### config.mk
export PLATFORM = sky130hd
export DESIGN_NAME = nucleotide_diversity_accumulator
export DESIGN_NICKNAME = d
export VERILOG_FILES = /design/src/nda_pkg.sv /design/src/nucleotide_diversity_accumulator.sv /design/src/nda_ctrl.sv /design/src/nda_datapath.sv
export SDC_FILE = /design/constraint.sdc
export NUM_CORES = 1
export LEC_CHECK = 0
export BUFFER_PORTS_ARGS = -buffer_cell sky130_fd_sc_hd__buf_2
export CORE_ASPECT_RATIO = 2
export CORE_MARGIN = 3
export CORE_UTILIZATION = 50
export DETAILED_ROUTE_END_ITERATION = 6
export HOLD_SLACK_MARGIN = 0.03
export PLACE_DENSITY_LB_ADDON = 0.08
export SKIP_CTS_REPAIR_TIMING = 1
export SLEW_MARGIN = 20
export SYNTH_ARGS = -nofsm -noshare
export SYNTH_HDL_FRONTEND = slang
export SYNTH_SLANG_ARGS = --single-unit
### constraint.sdc
create_clock -name clk -period 11.5 [get_ports clk]
set_clock_uncertainty 0.15 [all_clocks]
set_input_delay 1.725 -clock clk [delete_from_list [all_inputs] [get_ports clk]]
set_output_delay 1.725 -clock clk [all_outputs]
set_load 0.02 [all_outputs]
### src/nda_pkg.sv
// shared constants and control types for the nucleotide diversity accumulator
package nda_pkg;

    localparam int CNT_W      = 10;
    localparam int NUM_CNT    = 6;
    localparam int STEP_W     = 3;
    localparam int MUL_STEPS  = 7;
    localparam int PROD_W     = 2 * CNT_W;
    localparam int S_W        = PROD_W + 3;
    localparam int FRAC_BITS  = 24;
    localparam int TERM_W     = FRAC_BITS + 1;
    localparam int SUM_W      = 41;
    localparam int CNT_CTR_W  = 5;
    localparam int IN_DATA_W  = 72;
    localparam int OUT_DATA_W = 48;
    localparam int CFG_IDX_W  = 1;

    localparam logic [CFG_IDX_W-1:0] REG_SAMPLE_SIZE = 1'b0;
    localparam logic [CFG_IDX_W-1:0] REG_BINARY_MODE = 1'b1;

    typedef struct packed {
        logic              load;
        logic              mul;
        logic [STEP_W-1:0] step;
        logic              prep;
        logic              div;
        logic              acc;
    } nda_cmd_t;

    typedef struct packed {
        logic last;
        logic out_busy;
    } nda_status_t;

endpackage

### src/nucleotide_diversity_accumulator.sv
// Nucleotide diversity accumulator. Each accepted site runs these steps until s_tready
// returns: an accept step, 7 passes through one shared 10x10 multiplier (in nucleotide mode
// six count products and the denominator), a setup step, a restoring divider that produces
// one fraction bit per cycle, and an accumulate step. The per-site term is floored to 24
// fraction bits and added into a 41-bit saturating sum. On a site marked by s_tlast the
// total and saturation flag go to an output register and the sum is cleared; the accumulate
// step of a last site waits only while a previous total is still not taken. Configuration
// writes are always accepted and must be issued while the block is idle.
module nucleotide_diversity_accumulator
(
    input  logic                                 clk,
    input  logic                                 rst_n,
    input  logic                                 s_tvalid,
    output logic                                 s_tready,
    // count_a, count_g, count_c, count_t, count_zero, count_one, count_missing, zero pad
    input  logic [nda_pkg::IN_DATA_W-1:0]        s_tdata,
    // has_gap
    input  logic                                 s_tuser,
    input  logic                                 s_tlast,
    output logic                                 m_tvalid,
    input  logic                                 m_tready,
    // pi_total, zero pad
    output logic [nda_pkg::OUT_DATA_W-1:0]       m_tdata,
    // saturated
    output logic                                 m_tuser,
    input  logic                                 cfg_valid,
    output logic                                 cfg_ready,
    input  logic [nda_pkg::CFG_IDX_W-1:0]        cfg_index,
    input  logic [nda_pkg::CNT_W-1:0]            cfg_data
);

    nda_pkg::nda_cmd_t            cmd;
    nda_pkg::nda_status_t         status;
    logic [nda_pkg::CNT_W-1:0]    in_cnt [nda_pkg::NUM_CNT];
    logic [nda_pkg::CNT_W-1:0]    in_missing;
    logic [nda_pkg::SUM_W-1:0]    out_sum;

    always_comb
    begin
        for (int k = 0; k < nda_pkg::NUM_CNT; k++)
        begin
            in_cnt[k] = s_tdata[k*nda_pkg::CNT_W +: nda_pkg::CNT_W];
        end
    end

    assign in_missing = s_tdata[nda_pkg::NUM_CNT*nda_pkg::CNT_W +: nda_pkg::CNT_W];
    assign cfg_ready  = 1'b1;
    assign m_tdata    = {{(nda_pkg::OUT_DATA_W - nda_pkg::SUM_W){1'b0}}, out_sum};

    nda_ctrl u_ctrl
    (
        .clk      (clk),
        .rst_n    (rst_n),
        .in_valid (s_tvalid),
        .in_ready (s_tready),
        .status   (status),
        .cmd      (cmd)
    );

    nda_datapath u_datapath
    (
        .clk        (clk),
        .rst_n      (rst_n),
        .cmd        (cmd),
        .status     (status),
        .in_cnt     (in_cnt),
        .in_missing (in_missing),
        .in_gap     (s_tuser),
        .in_last    (s_tlast),
        .cfg_we     (cfg_valid),
        .cfg_idx    (cfg_index),
        .cfg_value  (cfg_data),
        .out_valid  (m_tvalid),
        .out_ready  (m_tready),
        .out_sum    (out_sum),
        .out_flag   (m_tuser)
    );

endmodule

### src/nda_ctrl.sv
// sequencer: shared multiplier steps, division steps, accumulate
module nda_ctrl
(
    input  logic                 clk,
    input  logic                 rst_n,
    input  logic                 in_valid,
    output logic                 in_ready,
    input  nda_pkg::nda_status_t status,
    output nda_pkg::nda_cmd_t    cmd
);

    typedef enum logic [2:0]
    {
        ST_IDLE,
        ST_MUL,
        ST_PREP,
        ST_DIV,
        ST_ACC
    } state_t;

    state_t                            state_reg;
    logic [nda_pkg::CNT_CTR_W-1:0]     cnt_reg;

    localparam logic [nda_pkg::CNT_CTR_W-1:0] MUL_LAST =
        nda_pkg::CNT_CTR_W'(nda_pkg::MUL_STEPS - 1);
    localparam logic [nda_pkg::CNT_CTR_W-1:0] DIV_LAST =
        nda_pkg::CNT_CTR_W'(nda_pkg::FRAC_BITS - 1);

    logic acc_go;

    assign acc_go   = (state_reg == ST_ACC) && !(status.last && status.out_busy);
    assign in_ready = (state_reg == ST_IDLE);

    always_comb
    begin
        cmd      = '0;
        cmd.load = (state_reg == ST_IDLE) && in_valid;
        cmd.mul  = (state_reg == ST_MUL);
        cmd.step = cnt_reg[nda_pkg::STEP_W-1:0];
        cmd.prep = (state_reg == ST_PREP);
        cmd.div  = (state_reg == ST_DIV);
        cmd.acc  = acc_go;
    end

    always_ff @(posedge clk or negedge rst_n)
    begin
        if (!rst_n)
        begin
            state_reg <= ST_IDLE;
            cnt_reg   <= '0;
        end
        else
        begin
            unique case (state_reg)
                ST_IDLE:
                begin
                    cnt_reg <= '0;
                    if (in_valid)
                    begin
                        state_reg <= ST_MUL;
                    end
                end
                ST_MUL:
                begin
                    if (cnt_reg == MUL_LAST)
                    begin
                        cnt_reg   <= '0;
                        state_reg <= ST_PREP;
                    end
                    else
                    begin
                        cnt_reg <= cnt_reg + 1'b1;
                    end
                end
                ST_PREP:
                begin
                    cnt_reg   <= '0;
                    state_reg <= ST_DIV;
                end
                ST_DIV:
                begin
                    if (cnt_reg == DIV_LAST)
                    begin
                        cnt_reg   <= '0;
                        state_reg <= ST_ACC;
                    end
                    else
                    begin
                        cnt_reg <= cnt_reg + 1'b1;
                    end
                end
                ST_ACC:
                begin
                    if (acc_go)
                    begin
                        state_reg <= ST_IDLE;
                    end
                end
                default:
                begin
                    state_reg <= ST_IDLE;
                end
            endcase
        end
    end

endmodule

### src/nda_datapath.sv
// datapath: config registers, shared multiplier, restoring divider, saturating sum
module nda_datapath
(
    input  logic                                 clk,
    input  logic                                 rst_n,
    input  nda_pkg::nda_cmd_t                    cmd,
    output nda_pkg::nda_status_t                 status,
    input  logic [nda_pkg::CNT_W-1:0]            in_cnt [nda_pkg::NUM_CNT],
    input  logic [nda_pkg::CNT_W-1:0]            in_missing,
    input  logic                                 in_gap,
    input  logic                                 in_last,
    input  logic                                 cfg_we,
    input  logic [nda_pkg::CFG_IDX_W-1:0]        cfg_idx,
    input  logic [nda_pkg::CNT_W-1:0]            cfg_value,
    output logic                                 out_valid,
    input  logic                                 out_ready,
    output logic [nda_pkg::SUM_W-1:0]            out_sum,
    output logic                                 out_flag
);

    localparam logic [nda_pkg::SUM_W-1:0] SUM_MAX = '1;

    // configuration
    logic [nda_pkg::CNT_W-1:0]      n_reg;
    logic                           bin_reg;

    // item
    logic [nda_pkg::CNT_W-1:0]      cnt_reg [nda_pkg::NUM_CNT];
    logic [nda_pkg::CNT_W-1:0]      miss_reg;
    logic                           gap_reg;
    logic                           last_reg;

    // working values
    logic [2:0]                     states_reg;
    logic [nda_pkg::S_W-1:0]        s_reg;
    logic [nda_pkg::PROD_W-1:0]     d_reg;
    logic                           zero_reg;
    logic                           qint_reg;
    logic [nda_pkg::FRAC_BITS-1:0]  qfrac_reg;
    logic [nda_pkg::PROD_W-1:0]     rem_reg;

    // accumulator and output
    logic [nda_pkg::SUM_W-1:0]      sum_reg;
    logic                           flag_reg;
    logic                           out_valid_reg;
    logic [nda_pkg::SUM_W-1:0]      out_sum_reg;
    logic                           out_flag_reg;

    logic [nda_pkg::CNT_W-1:0]      m_val;
    logic                           miss_gt;
    logic [nda_pkg::CNT_W-1:0]      mul_x;
    logic [nda_pkg::CNT_W-1:0]      mul_y;
    logic [nda_pkg::PROD_W-1:0]     product;
    logic [nda_pkg::PROD_W-1:0]     num2;
    logic                           nuc_skip;
    logic                           bin_skip;
    logic                           skip;
    logic [nda_pkg::PROD_W-1:0]     num;
    logic [nda_pkg::PROD_W:0]       trial;
    logic                           ge;
    logic [nda_pkg::TERM_W-1:0]     term;
    logic [nda_pkg::SUM_W:0]        wide;
    logic [nda_pkg::SUM_W-1:0]      sum_next;
    logic                           flag_next;

    assign m_val   = n_reg - miss_reg;
    assign miss_gt = miss_reg > n_reg;

    // operand select for the one shared multiplier
    always_comb
    begin
        mul_x = '0;
        mul_y = '0;
        if (bin_reg)
        begin
            if (cmd.step == 3'd0)
            begin
                mul_x = cnt_reg[nda_pkg::NUM_CNT-1];
                mul_y = n_reg - cnt_reg[nda_pkg::NUM_CNT-1];
            end
            else if (cmd.step == 3'd1)
            begin
                mul_x = n_reg;
                mul_y = n_reg - 1'b1;
            end
        end
        else if (cmd.step < nda_pkg::STEP_W'(nda_pkg::NUM_CNT))
        begin
            mul_x = cnt_reg[cmd.step];
            mul_y = cnt_reg[cmd.step] - 1'b1;
        end
        else
        begin
            mul_x = m_val;
            mul_y = m_val - 1'b1;
        end
    end

    assign product = mul_x * mul_y;

    // in binary mode s_reg holds one*(n-one), which stays below 2^18 while one is at most n
    assign num2     = {s_reg[nda_pkg::PROD_W-2:0], 1'b0};
    assign nuc_skip = gap_reg || (states_reg < 3'd2) || miss_gt || (m_val < 10'd2) ||
                      (s_reg > {3'b000, d_reg});
    assign bin_skip = (n_reg < 10'd2) || (cnt_reg[nda_pkg::NUM_CNT-1] > n_reg) ||
                      (num2 > d_reg);
    assign skip     = bin_reg ? bin_skip : nuc_skip;
    assign num      = bin_reg ? num2 : (d_reg - s_reg[nda_pkg::PROD_W-1:0]);

    assign trial = {rem_reg, 1'b0};
    assign ge    = trial >= {1'b0, d_reg};

    assign term = zero_reg ? '0 : {qint_reg, qfrac_reg};
    assign wide = {1'b0, sum_reg} + (nda_pkg::SUM_W + 1)'(term);

    always_comb
    begin
        if (wide > {1'b0, SUM_MAX})
        begin
            sum_next  = SUM_MAX;
            flag_next = 1'b1;
        end
        else
        begin
            sum_next  = wide[nda_pkg::SUM_W-1:0];
            flag_next = flag_reg || (wide[nda_pkg::SUM_W-1:0] == SUM_MAX);
        end
    end

    assign status.last     = last_reg;
    assign status.out_busy = out_valid_reg && !out_ready;

    assign out_valid = out_valid_reg;
    assign out_sum   = out_sum_reg;
    assign out_flag  = out_flag_reg;

    // config registers, accumulator and output handshake
    always_ff @(posedge clk or negedge rst_n)
    begin
        if (!rst_n)
        begin
            n_reg         <= '0;
            bin_reg       <= 1'b0;
            sum_reg       <= '0;
            flag_reg      <= 1'b0;
            out_valid_reg <= 1'b0;
        end
        else
        begin
            if (cfg_we)
            begin
                unique case (cfg_idx)
                    nda_pkg::REG_SAMPLE_SIZE: n_reg   <= cfg_value;
                    nda_pkg::REG_BINARY_MODE: bin_reg <= cfg_value[0];
                    default:                  n_reg   <= n_reg;
                endcase
            end
            // a new total may load in the same cycle the previous one is taken
            if (cmd.acc && last_reg)
            begin
                out_valid_reg <= 1'b1;
            end
            else if (out_ready)
            begin
                out_valid_reg <= 1'b0;
            end
            if (cmd.acc)
            begin
                if (last_reg)
                begin
                    sum_reg  <= '0;
                    flag_reg <= 1'b0;
                end
                else
                begin
                    sum_reg  <= sum_next;
                    flag_reg <= flag_next;
                end
            end
        end
    end

    // item payload and per-item working registers
    always_ff @(posedge clk)
    begin
        if (cmd.load)
        begin
            cnt_reg    <= in_cnt;
            miss_reg   <= in_missing;
            gap_reg    <= in_gap;
            last_reg   <= in_last;
            states_reg <= '0;
            s_reg      <= '0;
        end
        if (cmd.mul)
        begin
            if (bin_reg)
            begin
                if (cmd.step == 3'd0)
                begin
                    s_reg <= nda_pkg::S_W'(product);
                end
                else if (cmd.step == 3'd1)
                begin
                    d_reg <= product;
                end
            end
            else if (cmd.step < nda_pkg::STEP_W'(nda_pkg::NUM_CNT))
            begin
                s_reg <= s_reg + nda_pkg::S_W'(product);
                if (cnt_reg[cmd.step] != '0)
                begin
                    states_reg <= states_reg + 1'b1;
                end
            end
            else
            begin
                d_reg <= product;
            end
        end
        if (cmd.prep)
        begin
            zero_reg  <= skip;
            qint_reg  <= (num == d_reg);
            rem_reg   <= (num == d_reg) ? '0 : num;
            qfrac_reg <= '0;
        end
        if (cmd.div)
        begin
            rem_reg   <= ge ? nda_pkg::PROD_W'(trial - {1'b0, d_reg})
                            : trial[nda_pkg::PROD_W-1:0];
            qfrac_reg <= {qfrac_reg[nda_pkg::FRAC_BITS-2:0], ge};
        end
        if (cmd.acc && last_reg)
        begin
            out_sum_reg  <= sum_next;
            out_flag_reg <= flag_next;
        end
    end

endmodule

==> flow_metrics.env, run 1 <==
export IMPL_yosysSeqAreaShare_pct=33.6
export IMPL_synth_edff_count=180
export IMPL_grt_pass1_wl_mm=104
export IMPL_synth_cells=2350
export IMPL_fin_nets=2828
export IMPL_async_flop_share_pct=23.1
export IMPL_die_area_um2=47200
export IMPL_path_clk_slew_ps=70
export IMPL_clock_fmax_mhz=96.2
export IMPL_slew_headroom_pct=22.9
export IMPL_die_x_um=155
export IMPL_yosysTopAreaCellShare_pct=24.3
export IMPL_wl_mm=66.0
export IMPL_seq_area_um2=7480
export IMPL_synth_area_leaders="edfxtp_1 (24%), ha_1 (12%), dfrtp_1 (7.0%)"
export IMPL_drt_iter0_drc=935
export IMPL_rsz0062_at_grt="no"
export IMPL_drive_above_1_share_pct=11.7
export IMPL_cts_tree="built"
export IMPL_port_buffer_count=131
export IMPL_largest_reg_flops=60
export IMPL_grtUsageTotal_pct=27.7
export IMPL_syn_area_um2=22300
export IMPL_root_buffer="clkbuf_16"
export IMPL_hold_class="flop to flop"
export IMPL_diodes=0
export IMPL_vias_per_cell=6.10
export IMPL_num_vias=18500
export IMPL_htreeDepth=1
export IMPL_core_um2=43600
export IMPL_dp_hpwl_mm=53.1
export IMPL_area_growth_pct=9.88
export IMPL_avgSynthCellArea_um2=9.47
export IMPL_cts_made_buffers=28
export IMPL_cp_slowest_cell="o41ai_1"
export IMPL_grt_max_degree=71
export IMPL_status="finished clean"
export IMPL_final_hold_viol_count=0
export IMPL_firstDrtPassIters=7
export IMPL_critPathRequiredTime_ps=11810
export IMPL_multi_input_area_um2=13700
export IMPL_cpMostUsedCell="fa_1"
export IMPL_clock_latency_ps=600
export IMPL_ys_warnings_count=0
export IMPL_io_pins=142
export IMPL_post_route_period_util_pct=90.4
export IMPL_num_fill_cells=3989
export IMPL_wire_per_inst_um=21.8
export IMPL_yosysTopAreaCell="edfxtp_1"
export IMPL_startpoint_type="flop"
export IMPL_critPathArrivalTime_ps=10710
export IMPL_gp_congestion=0.946
export IMPL_cts_num_sinks=268
export IMPL_max_cap_violations=0
export IMPL_synthFlopType="edfxtp_1"
export IMPL_postRouteAntennaNets=0
export IMPL_ys_types=97
export IMPL_hold_ws_ps=346
export IMPL_setup_viol=0
export IMPL_end_kind="flop"
export IMPL_antenna_found_initial=0
export IMPL_die_y_um=304
export IMPL_worstSetupPathType="flop to flop"
export IMPL_clockBufferDepth=3
export IMPL_grt_pass1_vias=19400
export IMPL_grt_ovfl_total=0
export IMPL_critPathMaxStageDelay_ps=680
export IMPL_worst_pin_slew_ps=1150
export IMPL_start_util_pct=51.0
export IMPL_reg2reg_slack_ps=1100
export IMPL_critPathMaxFanout=10
export IMPL_fin_tns_setup_ps=0
export IMPL_slew_violations=0
export IMPL_drc=0
export IMPL_fin_crit_ps=10400
export IMPL_placementRows=108
export IMPL_ys_seq_elements=268
[cell families (layout without fill, tap and decap cells)]
family / Yosys count / count (layout) / share of synthesized area (%)
muxes: 45 / 45 / 2.66
adders and majority gates: 276 / 276 / 17.8
and+or+nand+nor: 747 / 747 / 17.0
other: 2 / 8 / 0.0337
AOI/OAI and AO/OA: 598 / 598 / 18.6
DFF: 268 / 268 / 33.6
xor gates and xnor gates: 129 / 129 / 5.14
buffers and inverters: 285 / 413 / 5.16
[layer usage]
layer  track usage (%)  share of wire (%)
met5                 0                  0
met4              19.2                8.4
met3              2.56                3.1
met2              54.6                 56
met1              25.9                 32
[synthesized netlist by cell type (29+ instances only)]
master	instances
a211oi_1	36
edfxtp_1	180
dfrtp_1	62
a21oi_1	128
clkbuf_1	52
nand3_1	41
xor2_1	52
and2_1	34
nand4_1	33
nand2b_1	29
nor2_1	152
inv_1	194
fa_1	68
a22o_1	41
ha_1	208
nand2_1	213
a21o_1	50
nor2b_1	61
nor3_1	52
and3_1	42
xnor2_1	76
o21ai_0	116
[critical path: cells and delay by family (launching register included)]
family	cells	cell delay, ps
DFF	1	420
and+or+nand+nor	7	1040
xor gates and xnor gates	2	470
buffers and inverters	5	510
adders and majority gates	9	3800
AOI/OAI and AO/OA	16	3840
[cell type report]
| cell class | instances | area share, % |
|---|---|---|
| Multi-Input combinational cell | 1803 | 55.9 |
| Timing Repair Buffer | 166 | 3.75 |
| Clock inverter | 22 | 0.982 |
| Clock buffer | 30 | 2.98 |
| Tap cell | 550 | 2.81 |
| Inverter | 195 | 2.99 |
| Sequential cell | 268 | 30.6 |
[path summary, 6_finish.rpt]
check,end,start,depth (start not counted)
max in group asynchronous,u_datapath.bin_reg$_DFFE_PN0P_,rst_n,2
hold reg to reg,u_datapath.states_reg[0]$_DFF_P_,u_datapath.states_reg[0]$_DFF_P_,1
setup reg to reg,u_datapath.s_reg[22]$_DFF_P_,u_datapath.n_reg[0]$_DFFE_PN0P_,39
min in group asynchronous,u_datapath.sum_reg[37]$_DFFE_PN0P_,rst_n,2
setup / recovery,u_datapath.s_reg[22]$_DFF_P_,u_datapath.n_reg[0]$_DFFE_PN0P_,39
hold / removal,u_datapath.states_reg[0]$_DFF_P_,u_datapath.states_reg[0]$_DFF_P_,1
[cells in the final DEF, fill, tap and decap left out, types with 10 or more instances in the layout]
| cell type | instances |
|---|---|
| nor3_1 | 52 |
| a211oi_1 | 36 |
| clkbuf_16 | 29 |
| a31oi_1 | 22 |
| a211o_1 | 10 |
| o211ai_1 | 14 |
| nand2_1 | 213 |
| fa_1 | 68 |
| nor4_1 | 17 |
| dfrtp_1 | 61 |
| mux2_2 | 13 |
| inv_1 | 194 |
| nand3_1 | 41 |
| o21a_1 | 20 |
| o22ai_1 | 11 |
| nand2b_1 | 29 |
| buf_4 | 35 |
| mux2i_1 | 22 |
| nor2_1 | 151 |
| nor2b_1 | 60 |
| and3_1 | 42 |
| buf_2 | 131 |
| a22oi_1 | 16 |
| o21ai_0 | 116 |
| o31ai_1 | 12 |
| mux4_2 | 10 |
| xor2_1 | 52 |
| a22o_1 | 41 |
| a21o_1 | 50 |
| and2_1 | 34 |
| ha_1 | 208 |
| or3_1 | 12 |
| nand4_1 | 33 |
| a21oi_1 | 128 |
| xnor2_1 | 76 |
| a221oi_1 | 11 |
| edfxtp_1 | 180 |
| dfxtp_1 | 26 |
[per-stage QoR]
stage	setup slack [ps]	instances	utilization (%)	area, µm²
finish	1100	3034	56.0	24500
detailed placement	1180	2982	53.8	23500
global placement	1240	2982	53.8	23500
global route	244	3034	56.0	24500
CTS	1110	3034	56.0	24500
floorplan	2390	2356	-	22300
Power of run 1 is left out: the tool's default activity adds up to more than one toggle a clock period on the data nets, which glitch-free logic cannot reach.
==> run 2: changes to the inputs <==
--- a/config.mk
+++ b/config.mk
@@ -7,11 +7,11 @@
 export LEC_CHECK = 0
 export BUFFER_PORTS_ARGS = -buffer_cell sky130_fd_sc_hd__buf_2
 export CORE_ASPECT_RATIO = 2
-export CORE_MARGIN = 3
 export CORE_UTILIZATION = 50
 export DETAILED_ROUTE_END_ITERATION = 6
 export HOLD_SLACK_MARGIN = 0.03
 export PLACE_DENSITY_LB_ADDON = 0.08
+export REMOVE_ABC_BUFFERS = 1
 export SKIP_CTS_REPAIR_TIMING = 1
 export SLEW_MARGIN = 20
 export SYNTH_ARGS = -nofsm -noshare
==> flow_metrics.env, run 2 (same netlist as run 1, synthesis figures left out) <==
export IMPL_wl_met1_mm=21.6
export IMPL_die_y_um=300
export IMPL_htreeDepth=1
export IMPL_hold_ws_ps=354
export IMPL_num_vias=18400
export IMPL_setup_viol=0
export IMPL_drc=0
export IMPL_wl_mm=65.0
export IMPL_slew_violations=0
export IMPL_root_buffer="clkbuf_16"
export IMPL_grt_ovfl_total=0
export IMPL_wl_met3_mm=1.83
export IMPL_critPathMaxStageDelay_ps=620
export IMPL_rsz0062_at_grt="no"
export IMPL_status="finished clean"
export IMPL_worst_pin_slew_ps=1130
export IMPL_postRouteAntennaNets=0
export IMPL_vias_per_cell=6.04
export IMPL_hold_class="flop to flop"
export IMPL_fin_tns_setup_ps=0
export IMPL_start_util_pct=50.5
export IMPL_firstDrtPassIters=5
export IMPL_largest_reg_flops=60
export IMPL_cts_made_buffers=27
export IMPL_placed_area_um2=23500
export IMPL_grt_pass1_wl_mm=102
export IMPL_clock_latency_ps=580
export IMPL_path_clk_slew_ps=70
export IMPL_final_cell_mix="nand2_1 (213), ha_1 (208), inv_1 (193)"
export IMPL_diodes=0
export IMPL_multi_input_area_um2=13700
export IMPL_grt_pass1_vias=19100
export IMPL_die_x_um=151
export IMPL_max_cap_violations=0
export IMPL_highest_layer="met4"
export IMPL_num_fill_cells=4070
export IMPL_clockBufferDepth=3
export IMPL_wire_per_inst_um=21.4
export IMPL_slew_headroom_pct=24.5
export IMPL_critPathRequiredTime_ps=11850
export IMPL_port_buffer_count=131
export IMPL_critPathArrivalTime_ps=10800
export IMPL_die_area_um2=45400
export IMPL_area_growth_pct=9.75
export IMPL_worstSetupPathType="flop to flop"
export IMPL_grtUsageTotal_pct=29.3
export IMPL_cts_tree="built"
export IMPL_drt_iter0_drc=931
export IMPL_seq_area_um2=7480
export IMPL_fin_nets=2832
export IMPL_end_kind="flop"
export IMPL_wl_met2_mm=36.7
export IMPL_drive_above_1_share_pct=11.5
export IMPL_cts_num_sinks=268
export IMPL_antenna_found_initial=0
export IMPL_placementRows=109
export IMPL_fin_area_um2=24400
export IMPL_io_pins=142
export IMPL_gp_congestion=0.979
export IMPL_startpoint_type="flop"
export IMPL_grt_max_degree=71
export IMPL_core_um2=44100
export IMPL_final_common_cell="nand2_1"
export IMPL_final_hold_viol_count=0
export IMPL_post_route_period_util_pct=90.9
export IMPL_fin_crit_ps=10450
export IMPL_dp_hpwl_mm=51.8
export IMPL_critPathMaxFanout=14
export IMPL_clock_fmax_mhz=95.7
export IMPL_cp_slowest_cell="dfrtp_1"
run 2: changes by cell type in the layout (fill, tap and decap cells not counted), moves of 3 or more:
cell / delta
inv_4: -3
clkbuf_1: +5
clkinv_1: +3
buf_4: +5
clkinv_2: +3
inv_6: -3
run 2: worst max-delay path, delay by kind of cell (launching register included):
family | cells | cell delay [ps]
fa+ha+maj | 8 | 3230
simple gates | 8 | 2690
compound gates | 10 | 2250
buf+inv | 6 | 710
flops | 1 | 620
mux | 1 | 540
xor+xnor | 1 | 140
run 2: final cells by class:
class	count	share of cell area (%)
Multi-Input combinational cell	1803	56.0
Sequential cell	268	30.6
Clock inverter	14	0.574
Timing Repair Buffer	171	3.91
Clock buffer	36	3.07
Inverter	195	3.00
Tap cell	555	2.84
run 2: stage by stage:
stage          util [%]  instances  worst slack (ps)
6_report           55.5       3042              1050
5_1_grt            55.5       3042               504
4_1_cts            55.5       3042              1060
3_5_place_dp       53.4       2992              1090
3_3_place_gp       53.4       2992              1160
2_1_floorplan         -       2266              1950
run 2: layer usage:
metal | global-route usage (%) | vias up
li1 | - | 8793
met1 | 27.2 | 8879
met2 | 58.1 | 505
met3 | 2.52 | 204
met4 | 20.0 | 0
met5 | 0 | -
run 2: worst paths after layout:
path	from	endpoint	slack (ps)	cells past startpoint
setup / recovery	u_ctrl.cnt_reg[0]$_DFFE_PN0P_	u_datapath.s_reg[15]$_DFF_P_	1050	34
hold / removal	u_datapath.states_reg[0]$_DFF_P_	u_datapath.states_reg[0]$_DFF_P_	350	1
setup reg to reg	u_ctrl.cnt_reg[0]$_DFFE_PN0P_	u_datapath.s_reg[15]$_DFF_P_	1050	34
hold reg to reg	u_datapath.states_reg[0]$_DFF_P_	u_datapath.states_reg[0]$_DFF_P_	350	1
max in group asynchronous	rst_n	u_datapath.sum_reg[37]$_DFFE_PN0P_	9100	2
min in group asynchronous	rst_n	u_datapath.sum_reg[14]$_DFFE_PN0P_	1080	1
Power of run 2 is left out for the same reason.
